<file path="src/rtl/three_level_priority_queue_core_defines.svh">
// ----------------------------------------------------------------------------
// Assertion macros for the three-level priority queue
// Shared property wrappers, clocked on clk and quiet while rst is high.
// ----------------------------------------------------------------------------
`ifndef THREE_LEVEL_PRIORITY_QUEUE_CORE_DEFINES_SVH
`define THREE_LEVEL_PRIORITY_QUEUE_CORE_DEFINES_SVH

// same-cycle implication
`define TLPQ_ASSERT(label, ante, cons, msg) \
  label: assert property (@(posedge clk) disable iff (rst) (ante) |-> (cons)) \
    else $error(msg);

// next-cycle implication
`define TLPQ_ASSERT_NEXT(label, ante, cons, msg) \
  label: assert property (@(posedge clk) disable iff (rst) (ante) |=> (cons)) \
    else $error(msg);

`endif

</file>
<file path="src/rtl/tlpq_pkg.sv">
// ----------------------------------------------------------------------------
// tlpq_pkg
// Sizes, codes and shared types of the three-level priority queue.
// ----------------------------------------------------------------------------
package tlpq_pkg;

  localparam int CAPACITY     = 16;
  localparam int ARRIVAL_BITS = 16;
  localparam int PRIO_W       = 2;
  localparam int KEY_W        = 16;
  localparam int CNT_OUT_W    = 5;
  localparam int OCC_W        = $clog2(CAPACITY + 1);
  localparam int CMP_W        = (ARRIVAL_BITS > KEY_W) ? ARRIVAL_BITS : KEY_W;
  localparam int IN_TDATA_W   = 24;
  localparam int OUT_TDATA_W  = 40;

  localparam logic [ARRIVAL_BITS-1:0] ARR_MAX = '1;
  localparam logic [PRIO_W-1:0]       PRIO_RED    = 2'd1;
  localparam logic [PRIO_W-1:0]       PRIO_YELLOW = 2'd2;
  localparam logic [PRIO_W-1:0]       PRIO_GREEN  = 2'd3;

  typedef enum logic [1:0] {
    CMD_INSERT = 2'd0,
    CMD_REMOVE = 2'd1,
    CMD_DUMP   = 2'd2
  } cmd_t;

  typedef enum logic [1:0] {
    STAT_OK        = 2'd0,
    STAT_FULL      = 2'd1,
    STAT_NOT_FOUND = 2'd2,
    STAT_EXHAUSTED = 2'd3
  } status_t;

  typedef enum logic [1:0] {
    CELL_HOLD,
    CELL_INSERT,
    CELL_REMOVE,
    CELL_ROTATE
  } cell_op_t;

  typedef enum logic {
    S_IDLE,
    S_DUMP
  } q_state_t;

  typedef struct packed {
    logic                    valid;
    logic [PRIO_W-1:0]       prio;
    logic [ARRIVAL_BITS-1:0] arr;
  } entry_t;

  // broadcast to every cell of the row
  typedef struct packed {
    cell_op_t                op;
    logic [PRIO_W-1:0]       prio;
    logic [KEY_W-1:0]        key;
    logic [ARRIVAL_BITS-1:0] arr_new;
  } cell_ctrl_t;

endpackage

</file>
<file path="src/rtl/tlpq_cell.sv">
// ----------------------------------------------------------------------------
// tlpq_cell
// One slot of the sorted row: holds an entry and shifts with its neighbors.
// ----------------------------------------------------------------------------
module tlpq_cell import tlpq_pkg::*; (
  input  logic       clk,
  input  logic       rst,
  input  cell_ctrl_t ctrl,
  input  entry_t     left_entry,
  input  logic       left_gt,
  input  entry_t     right_entry,
  input  logic       hit_in,
  output entry_t     entry,
  output logic       gt,
  output logic       hit_out
);

  logic                    valid;
  logic [PRIO_W-1:0]       prio;
  logic [ARRIVAL_BITS-1:0] arr;
  entry_t                  entry_next;
  logic                    match;

  assign entry = '{valid: valid, prio: prio, arr: arr};

  // slot sorts after the new entry (empty slots sort last)
  assign gt      = !valid || (prio > ctrl.prio);
  assign match   = valid && (prio == ctrl.prio) && (CMP_W'(arr) == CMP_W'(ctrl.key));
  assign hit_out = hit_in || match;

  always_comb begin
    entry_next = entry;
    case (ctrl.op)
      CELL_INSERT: begin
        if (gt) begin
          entry_next = left_gt ? left_entry
                               : entry_t'{valid: 1'b1, prio: ctrl.prio, arr: ctrl.arr_new};
        end
      end
      CELL_REMOVE: begin
        if (hit_out) begin
          entry_next = right_entry;
        end
      end
      CELL_ROTATE: entry_next = right_entry;
      default:     entry_next = entry;
    endcase
  end

  always_ff @(posedge clk) begin
    if (rst) begin
      valid <= 1'b0;
    end else begin
      valid <= entry_next.valid;
    end
    prio <= entry_next.prio;
    arr  <= entry_next.arr;
  end

endmodule

</file>
<file path="src/rtl/three_level_priority_queue_core.sv">
// An insert or remove answers in the cycle after its beat is taken.
// A new insert or remove is taken once the last result beat is taken; a dump holds
// the input for one full turn of the cell ring plus any output stall.
// A dump of an empty queue answers with a single invalid beat.
// Reset (rst, synchronous) empties all cells, zeroes the arrival counter and
// occupancy counts and drops any pending output beat; no clearing pass.
// ----------------------------------------------------------------------------
// three_level_priority_queue_core
// Stable three-level priority queue built as a row of shifting cells.
// ----------------------------------------------------------------------------
`include "three_level_priority_queue_core_defines.svh"

module three_level_priority_queue_core import tlpq_pkg::*; (
  input  logic                   clk,
  input  logic                   rst,
  // input beat
  input  logic                   s_tvalid,
  output logic                   s_tready,
  input  logic [IN_TDATA_W-1:0]  s_tdata,  // command[1:0], priority_req[3:2], position[19:4]
  // result beat
  output logic                   m_tvalid,
  input  logic                   m_tready,
  output logic [OUT_TDATA_W-1:0] m_tdata,  // status[1:0], entry_priority[3:2],
                                           // entry_position[19:4], count_red[24:20],
                                           // count_yellow[29:25], count_green[34:30]
  output logic                   m_tuser,  // entry_valid
  output logic                   m_tlast   // last
);

  // --------------------------------------------------------------------------
  // Input decode
  // --------------------------------------------------------------------------
  cmd_t              cmd;
  logic [PRIO_W-1:0] prio_req;
  logic [KEY_W-1:0]  key;
  logic [PRIO_W-1:0] prio_ins;   // priority zero saturates to red on insert
  logic [PRIO_W-1:0] prio_cell;
  logic              accept;

  assign cmd      = cmd_t'(s_tdata[1:0]);
  assign prio_req = s_tdata[3:2];
  assign key      = s_tdata[19:4];
  assign prio_ins = (prio_req == '0) ? PRIO_RED : prio_req;
  // a remove keeps priority zero so that it never matches a held entry
  assign prio_cell = (cmd == CMD_INSERT) ? prio_ins : prio_req;
  assign accept    = s_tvalid && s_tready;

  // --------------------------------------------------------------------------
  // Control state
  // --------------------------------------------------------------------------
  q_state_t                state, state_next;
  logic [ARRIVAL_BITS-1:0] arr_ctr, arr_ctr_next;
  logic [OCC_W-1:0]        occ, occ_next;
  logic [OCC_W-1:0]        cnt [3];
  logic [OCC_W-1:0]        cnt_next [3];
  logic [OCC_W-1:0]        rot, rot_next;   // ring steps taken during a dump
  cell_op_t                cell_op;
  cell_ctrl_t              ctrl;

  // output beat staging
  logic                    load;
  status_t                 res_status_next;
  logic                    res_valid_next;
  logic [PRIO_W-1:0]       res_prio_next;
  logic [KEY_W-1:0]        res_pos_next;
  logic                    res_last_next;
  status_t                 res_status;
  logic                    res_valid;
  logic [PRIO_W-1:0]       res_prio;
  logic [KEY_W-1:0]        res_pos;
  logic                    res_last;
  logic [CNT_OUT_W-1:0]    res_cnt [3];
  logic                    out_free;

  // --------------------------------------------------------------------------
  // Cell row: cell 0 is the head of the queue
  // --------------------------------------------------------------------------
  entry_t                entry_w [CAPACITY];
  logic                  gt_w    [CAPACITY];
  logic                  hit_w   [CAPACITY];
  logic [CAPACITY-1:0]   valid_vec;

  assign ctrl = '{op: cell_op, prio: prio_cell, key: key, arr_new: arr_ctr + 1'b1};

  for (genvar i = 0; i < CAPACITY; i++) begin : g_cell
    entry_t left_e, right_e;
    logic   left_g, hit_i;

    if (i == 0) begin : g_head
      assign left_e = '0;
      assign left_g = 1'b0;
      assign hit_i  = 1'b0;
    end else begin : g_body
      assign left_e = entry_w[i-1];
      assign left_g = gt_w[i-1];
      assign hit_i  = hit_w[i-1];
    end

    if (i == CAPACITY - 1) begin : g_tail
      // tail closes the ring while dumping, otherwise pulls in an empty slot
      assign right_e = (cell_op == CELL_ROTATE) ? entry_w[0] : '0;
    end else begin : g_inner
      assign right_e = entry_w[i+1];
    end

    tlpq_cell u_cell (
      .clk         (clk),
      .rst         (rst),
      .ctrl        (ctrl),
      .left_entry  (left_e),
      .left_gt     (left_g),
      .right_entry (right_e),
      .hit_in      (hit_i),
      .entry       (entry_w[i]),
      .gt          (gt_w[i]),
      .hit_out     (hit_w[i])
    );

    assign valid_vec[i] = entry_w[i].valid;
  end

  // --------------------------------------------------------------------------
  // Sequencer
  // --------------------------------------------------------------------------
  assign out_free = !m_tvalid || m_tready;
  assign s_tready = (state == S_IDLE) && out_free;

  // row operation; kept apart from the match result it produces
  always_comb begin
    cell_op = CELL_HOLD;
    case (state)
      S_IDLE: begin
        if (accept) begin
          case (cmd)
            CMD_INSERT: begin
              if ((occ < OCC_W'(CAPACITY)) && (arr_ctr != ARR_MAX)) begin
                cell_op = CELL_INSERT;
              end
            end
            CMD_REMOVE: cell_op = CELL_REMOVE;
            default: ;
          endcase
        end
      end
      S_DUMP: begin
        // the ring waits only while a valid entry cannot be emitted
        if ((rot >= occ) || out_free) begin
          cell_op = CELL_ROTATE;
        end
      end
      default: ;
    endcase
  end

  always_comb begin
    state_next      = state;
    arr_ctr_next    = arr_ctr;
    occ_next        = occ;
    cnt_next        = cnt;
    rot_next        = rot;
    load            = 1'b0;
    res_status_next = STAT_OK;
    res_valid_next  = 1'b0;
    res_prio_next   = '0;
    res_pos_next    = '0;
    res_last_next   = 1'b1;

    case (state)
      S_IDLE: begin
        if (accept) begin
          case (cmd)
            CMD_INSERT: begin
              load = 1'b1;
              if (occ >= OCC_W'(CAPACITY)) begin
                res_status_next = STAT_FULL;
              end else if (arr_ctr == ARR_MAX) begin
                res_status_next = STAT_EXHAUSTED;
              end else begin
                arr_ctr_next   = arr_ctr + 1'b1;
                occ_next       = occ + 1'b1;
                res_valid_next = 1'b1;
                res_prio_next  = prio_ins;
                res_pos_next   = KEY_W'(arr_ctr + 1'b1);
                case (prio_ins)
                  PRIO_YELLOW: cnt_next[1] = cnt[1] + 1'b1;
                  PRIO_GREEN:  cnt_next[2] = cnt[2] + 1'b1;
                  default:     cnt_next[0] = cnt[0] + 1'b1;
                endcase
              end
            end
            CMD_REMOVE: begin
              load = 1'b1;
              if (hit_w[CAPACITY-1]) begin
                occ_next       = occ - 1'b1;
                res_valid_next = 1'b1;
                res_prio_next  = prio_req;
                res_pos_next   = key;
                case (prio_req)
                  PRIO_YELLOW: cnt_next[1] = cnt[1] - 1'b1;
                  PRIO_GREEN:  cnt_next[2] = cnt[2] - 1'b1;
                  default:     cnt_next[0] = cnt[0] - 1'b1;
                endcase
              end else begin
                res_status_next = STAT_NOT_FOUND;
              end
            end
            CMD_DUMP: begin
              if (occ == '0) begin
                load = 1'b1;   // single invalid beat
              end else begin
                state_next = S_DUMP;
                rot_next   = '0;
              end
            end
            default: ;         // unknown command: dropped, no beat
          endcase
        end
      end

      S_DUMP: begin
        // the head cell is emitted while the ring turns; after the last
        // valid entry the ring keeps turning until it is back in order
        if ((rot < occ) && !out_free) begin
          // ring holds while the output register is busy
        end else begin
          if (rot < occ) begin
            load           = 1'b1;
            res_valid_next = 1'b1;
            res_prio_next  = entry_w[0].prio;
            res_pos_next   = KEY_W'(entry_w[0].arr);
            res_last_next  = (rot + 1'b1 == occ);
          end
          if (rot == OCC_W'(CAPACITY - 1)) begin
            state_next = S_IDLE;
          end else begin
            rot_next = rot + 1'b1;
          end
        end
      end

      default: state_next = S_IDLE;
    endcase
  end

  always_ff @(posedge clk) begin
    if (rst) begin
      state   <= S_IDLE;
      arr_ctr <= '0;
      occ     <= '0;
      cnt     <= '{default: '0};
      rot     <= '0;
    end else begin
      state   <= state_next;
      arr_ctr <= arr_ctr_next;
      occ     <= occ_next;
      cnt     <= cnt_next;
      rot     <= rot_next;
    end
  end

  // --------------------------------------------------------------------------
  // Output register: one beat parked while the next one is prepared
  // --------------------------------------------------------------------------
  always_ff @(posedge clk) begin
    if (rst) begin
      m_tvalid <= 1'b0;
    end else if (load) begin
      m_tvalid <= 1'b1;
    end else if (m_tready) begin
      m_tvalid <= 1'b0;
    end
  end

  always_ff @(posedge clk) begin
    if (load) begin
      res_status <= res_status_next;
      res_valid  <= res_valid_next;
      res_prio   <= res_prio_next;
      res_pos    <= res_pos_next;
      res_last   <= res_last_next;
      // counts are reported modulo 32
      res_cnt[0] <= CNT_OUT_W'(cnt_next[0]);
      res_cnt[1] <= CNT_OUT_W'(cnt_next[1]);
      res_cnt[2] <= CNT_OUT_W'(cnt_next[2]);
    end
  end

  assign m_tdata = {5'b0, res_cnt[2], res_cnt[1], res_cnt[0], res_pos, res_prio, res_status};
  assign m_tuser = res_valid;
  assign m_tlast = res_last;

  // --------------------------------------------------------------------------
  // Assertions
  // --------------------------------------------------------------------------
  `TLPQ_ASSERT(a_occ_sum, 1'b1, occ == OCC_W'(cnt[0] + cnt[1] + cnt[2]), "occupancy != sum of counts")
  `TLPQ_ASSERT(a_row_packed, state == S_IDLE, (((CAPACITY'(valid_vec + 1'b1)) & valid_vec) == '0) && (OCC_W'($countones(valid_vec)) == occ), "cell row not packed at head")
  `TLPQ_ASSERT_NEXT(a_ins_grow, accept && (cmd == CMD_INSERT) && (occ < OCC_W'(CAPACITY)) && (arr_ctr != ARR_MAX), (occ == $past(occ) + 1'b1) && (arr_ctr == $past(arr_ctr) + 1'b1), "insert did not grow queue")

endmodule

</file>
<file path="config.mk">
export PLATFORM = sky130hd
export DESIGN_NAME = three_level_priority_queue_core
export DESIGN_NICKNAME = d
export VERILOG_FILES = /design/src/rtl/tlpq_pkg.sv /design/src/rtl/tlpq_cell.sv /design/src/rtl/three_level_priority_queue_core.sv
export VERILOG_INCLUDE_DIRS = /design/src /design/src/rtl
export SDC_FILE = /design/constraint.sdc
export NUM_CORES = 1
export LEC_CHECK = 0
export BUFFER_PORTS_ARGS = -buffer_cell sky130_fd_sc_hd__buf_4
export CAP_MARGIN = 20
export CORE_MARGIN = 2
export CORE_UTILIZATION = 30
export DETAILED_ROUTE_END_ITERATION = 16
export GPL_TIMING_DRIVEN = 0
export PLACE_DENSITY = 0.56
export SYNTH_ARGS = -nofsm -noshare
export SYNTH_HDL_FRONTEND = slang
export SYNTH_SLANG_ARGS = --single-unit
</file>
<file path="constraint.sdc">
create_clock -name clk -period 4.44 [get_ports clk]
set_input_delay 0.222 -clock clk [delete_from_list [all_inputs] [get_ports clk]]
set_output_delay 0.222 -clock clk [all_outputs]
set_load 0.005 [all_outputs]
</file>
==> flow_summary.json <==
{
  "layout.nets": 2818,
  "synth_edf_count": 325,
  "dieArea_um2": 81700,
  "r2r_cells": 9,
  "finalInstanceArea_um2": 27320,
  "cts_tree": "done",
  "syn_inst": 2619,
  "whs_ps": 45.81,
  "antenna_found_initial": 1,
  "area_growth_pct": 14.64,
  "power.leakage_nw": 9.639,
  "synth_top_area_share_pct": 40.96,
  "synth.most_common_cell": "nand2_1",
  "drc": 0,
  "top_layer_used": "met4",
  "syn_area_um2": 23830,
  "hold_path_class": "input port to flop",
  "n_fill_cell": 8182,
  "synthMuxAreaShare_pct": 2.326,
  "drtIter0Drc": 3223,
  "grt_pass1_vias": 19660,
  "cts_hold_buf": 0,
  "startpoint_type": "input port",
  "drive_above_1_share_pct": 9.261,
  "cap_violations": 0,
  "vias_per_cell": 5.534,
  "cts_made_buffers": 45,
  "pin_count": 72,
  "period_needed_ps": 4401,
  "yosysSeqAreaShare_pct": 45.91,
  "hold_viol": 0,
  "grt.total_usage_pct": 23.05,
  "start_util_pct": 30.21,
  "hold_path_depth": 3,
  "num_rows": 103,
  "wl_met1_mm": 42.18,
  "post-synth-top-area-cell": "edfxtp_1",
  "skew_ps": 28.97,
  "finalSetupViolCount": 0,
  "num_vias": 21170,
  "hold_start": "s_tdata[1]",
  "die_w_um": 285.8,
  "clk_pin_slew_worst_paths_ps": 60,
  "finalPower_mw": 9.913,
  "dp_cells": 3738,
  "ant_nets": 0,
  "fin_crit_sh_pct": 99.12,
  "end_kind": "flop",
  "route.met3.wl_mm": 10.34,
  "synth-xor-area-share_pct": 10.87,
  "grt_max_degree": 27,
  "die_h_um": 285.8,
  "synth_compound_area_share_pct": 15.93,
  "worstPathMaxFanout": 25,
  "synthSimpleGateAreaFrac_pct": 17.31,
  "crit_start": "s_tdata[3]",
  "cts_sinks": 384,
  "synth_commonest_cells": "390 x nand2_1, 325 x edfxtp_1, 322 x o21ai_0",
  "yosys-top-cells-area": "edfxtp_1 41%, xor2_1 8.4%, o21ai_0 6.8%",
  "r2r_start": "occ[4]",
  "drt_wl_total_mm": 96.62,
  "routed-wl-met2_mm": 39.80,
  "powerDensity_nw_per_um2": 362.9,
  "drt_first_pass_iters": 6,
  "synthAdderAreaFrac_pct": 2.657,
  "wl_per_cell_um": 25.26,
  "synth-async-reset-ratio_pct": 0,
  "overflow": 0,
  "vdd_drop_max_mv": 0.2374,
  "grt_pass1_wl_mm": 138.8,
  "final_util_pct": 34.64,
  "ys_ff_latch": 384,
  "synth-main-ff-cell": "edfxtp_1",
  "stdcell_count": 3825,
  "portBuffers": 45,
  "rsz0062_at_grt": "no",
  "crit_arrival_ps": 4710,
  "htreeDepth": 2,
  "relSlewSlack_pct": 11.82,
  "clock.fmax_mhz": 227.2,
  "clock_latency_ps": 600,
  "core_area_um2": 78870,
  "dpl.hpwl_mm": 70.13,
  "gp_congestion": 0.9240,
  "slew_viol_final": 0,
  "critPathKind": "input port to flop",
  "synth_top_family_by_area": "simple AND/OR/NAND/NOR gates",
  "root_buffer": "clkbuf_16",
  "placed_area_um2": 25860,
  "diodes": 0,
  "tightest_slew_ps": 1323,
  "status": "finished, final reports clean",
  "avgSynthCellArea_um2": 9.098,
  "ys_types": 82,
  "clk_path_buf_depth": 3,
  "cp.required_ps": 4740,
  "yosysWarnings": 0
}
-- power breakdown --
part	internal, mW	switching [mW]
clock network	2.06	1.62
registers	4.30	0.316
logic	0.558	1.06
total	6.92	3.00
-- kinds of logic after synthesis --
logic type | Yosys count
AO/OA/AOI/OAI | 668
XOR/XNOR | 294
adder cells (fa/ha/maj) | 50
buffers and inverters | 236
flip-flops | 384
multiplexers | 54
other | 1
AND/OR/NAND/NOR | 932
-- placed cells by master, fill, tap and decap left out, drive strengths merged, types with 11 or more instances in the layout --
master / n
xnor2: 64
buf: 140
inv: 41
edfxtp: 325
nand2: 392
clkinv: 16
and2: 16
nor2: 319
nor3b: 11
nand3: 41
nor2b: 21
mux2i: 49
nand4: 18
nor3: 28
a21oi: 256
and3: 11
o21ai: 325
dfxtp: 59
nor4: 53
xor2: 230
ha: 49
a221o: 14
clkbuf: 189
-- layout make-up --
type	instances	area (µm²)	share of cell area, %
tap	1050	1314	4.809
inverter	42	161.4	0.5909
multi-input combinational	2003	11790	43.15
clock buffer	65	1282	4.695
buffer	194	1031	3.774
sequential	384	10940	40.05
timing repair buffer	70	693.2	2.537
clock inverter	17	108.9	0.3985
-- flip-flops by register name, indices dropped and copies added (netlist names) --
register,cells
occ,5
g_cell.u_cell.arr,256
rot,5
m_tvalid,1
res_status,2
g_cell.u_cell.prio,32
res_cnt,15
res_pos,16
g_cell.u_cell.valid,16
arr_ctr,16
cnt,15
state,1
m_tlast,1
m_tuser,1
res_prio,2
-- critical path: stages --
cell and delay (ps):
buf_4 130, inv_1 220, clkbuf_1 710, buf_2 750, ha_1 380, nand2_1 100, nor2_1 50, nand3_1 140
o32ai_4 150, nor4_2 680, nand2_2 200, and2_4 230, buf_2 190, a222oi_1 370, inv_1 160
-- path summary, 6_finish.rpt --
check	to	slack [ps]
hold / removal	cnt[13]	50
hold reg to reg	arr_ctr[1]	490
setup reg to reg	g_cell[15].u_cell.arr[14]	320
setup / recovery	res_pos[1]	40
-- through the flow --
stage | setup WS (ps) | TNS, ps
2_1_floorplan | 186.0 | 0
3_3_place_gp | -2234 | -404730
3_5_place_dp | -1105 | -254140
4_1_cts | 204.2 | 0
5_1_grt | 29.72 | 0
6_report | 39.04 | 0
-- routing by layer --
layer	vias to the layer above	global-route usage, %
met5	-	0
met4	0	9.267
met3	224	3.788
met2	1352	33.53
met1	10150	33.80
li1	9439	-
-- what timing repair did --
item,CTS,global route
endpoints found under the setup margin,241,37
setup buffers,2,0
gates resized for setup,3,2
No activity file was read; power rests on OpenSTA's default activity.
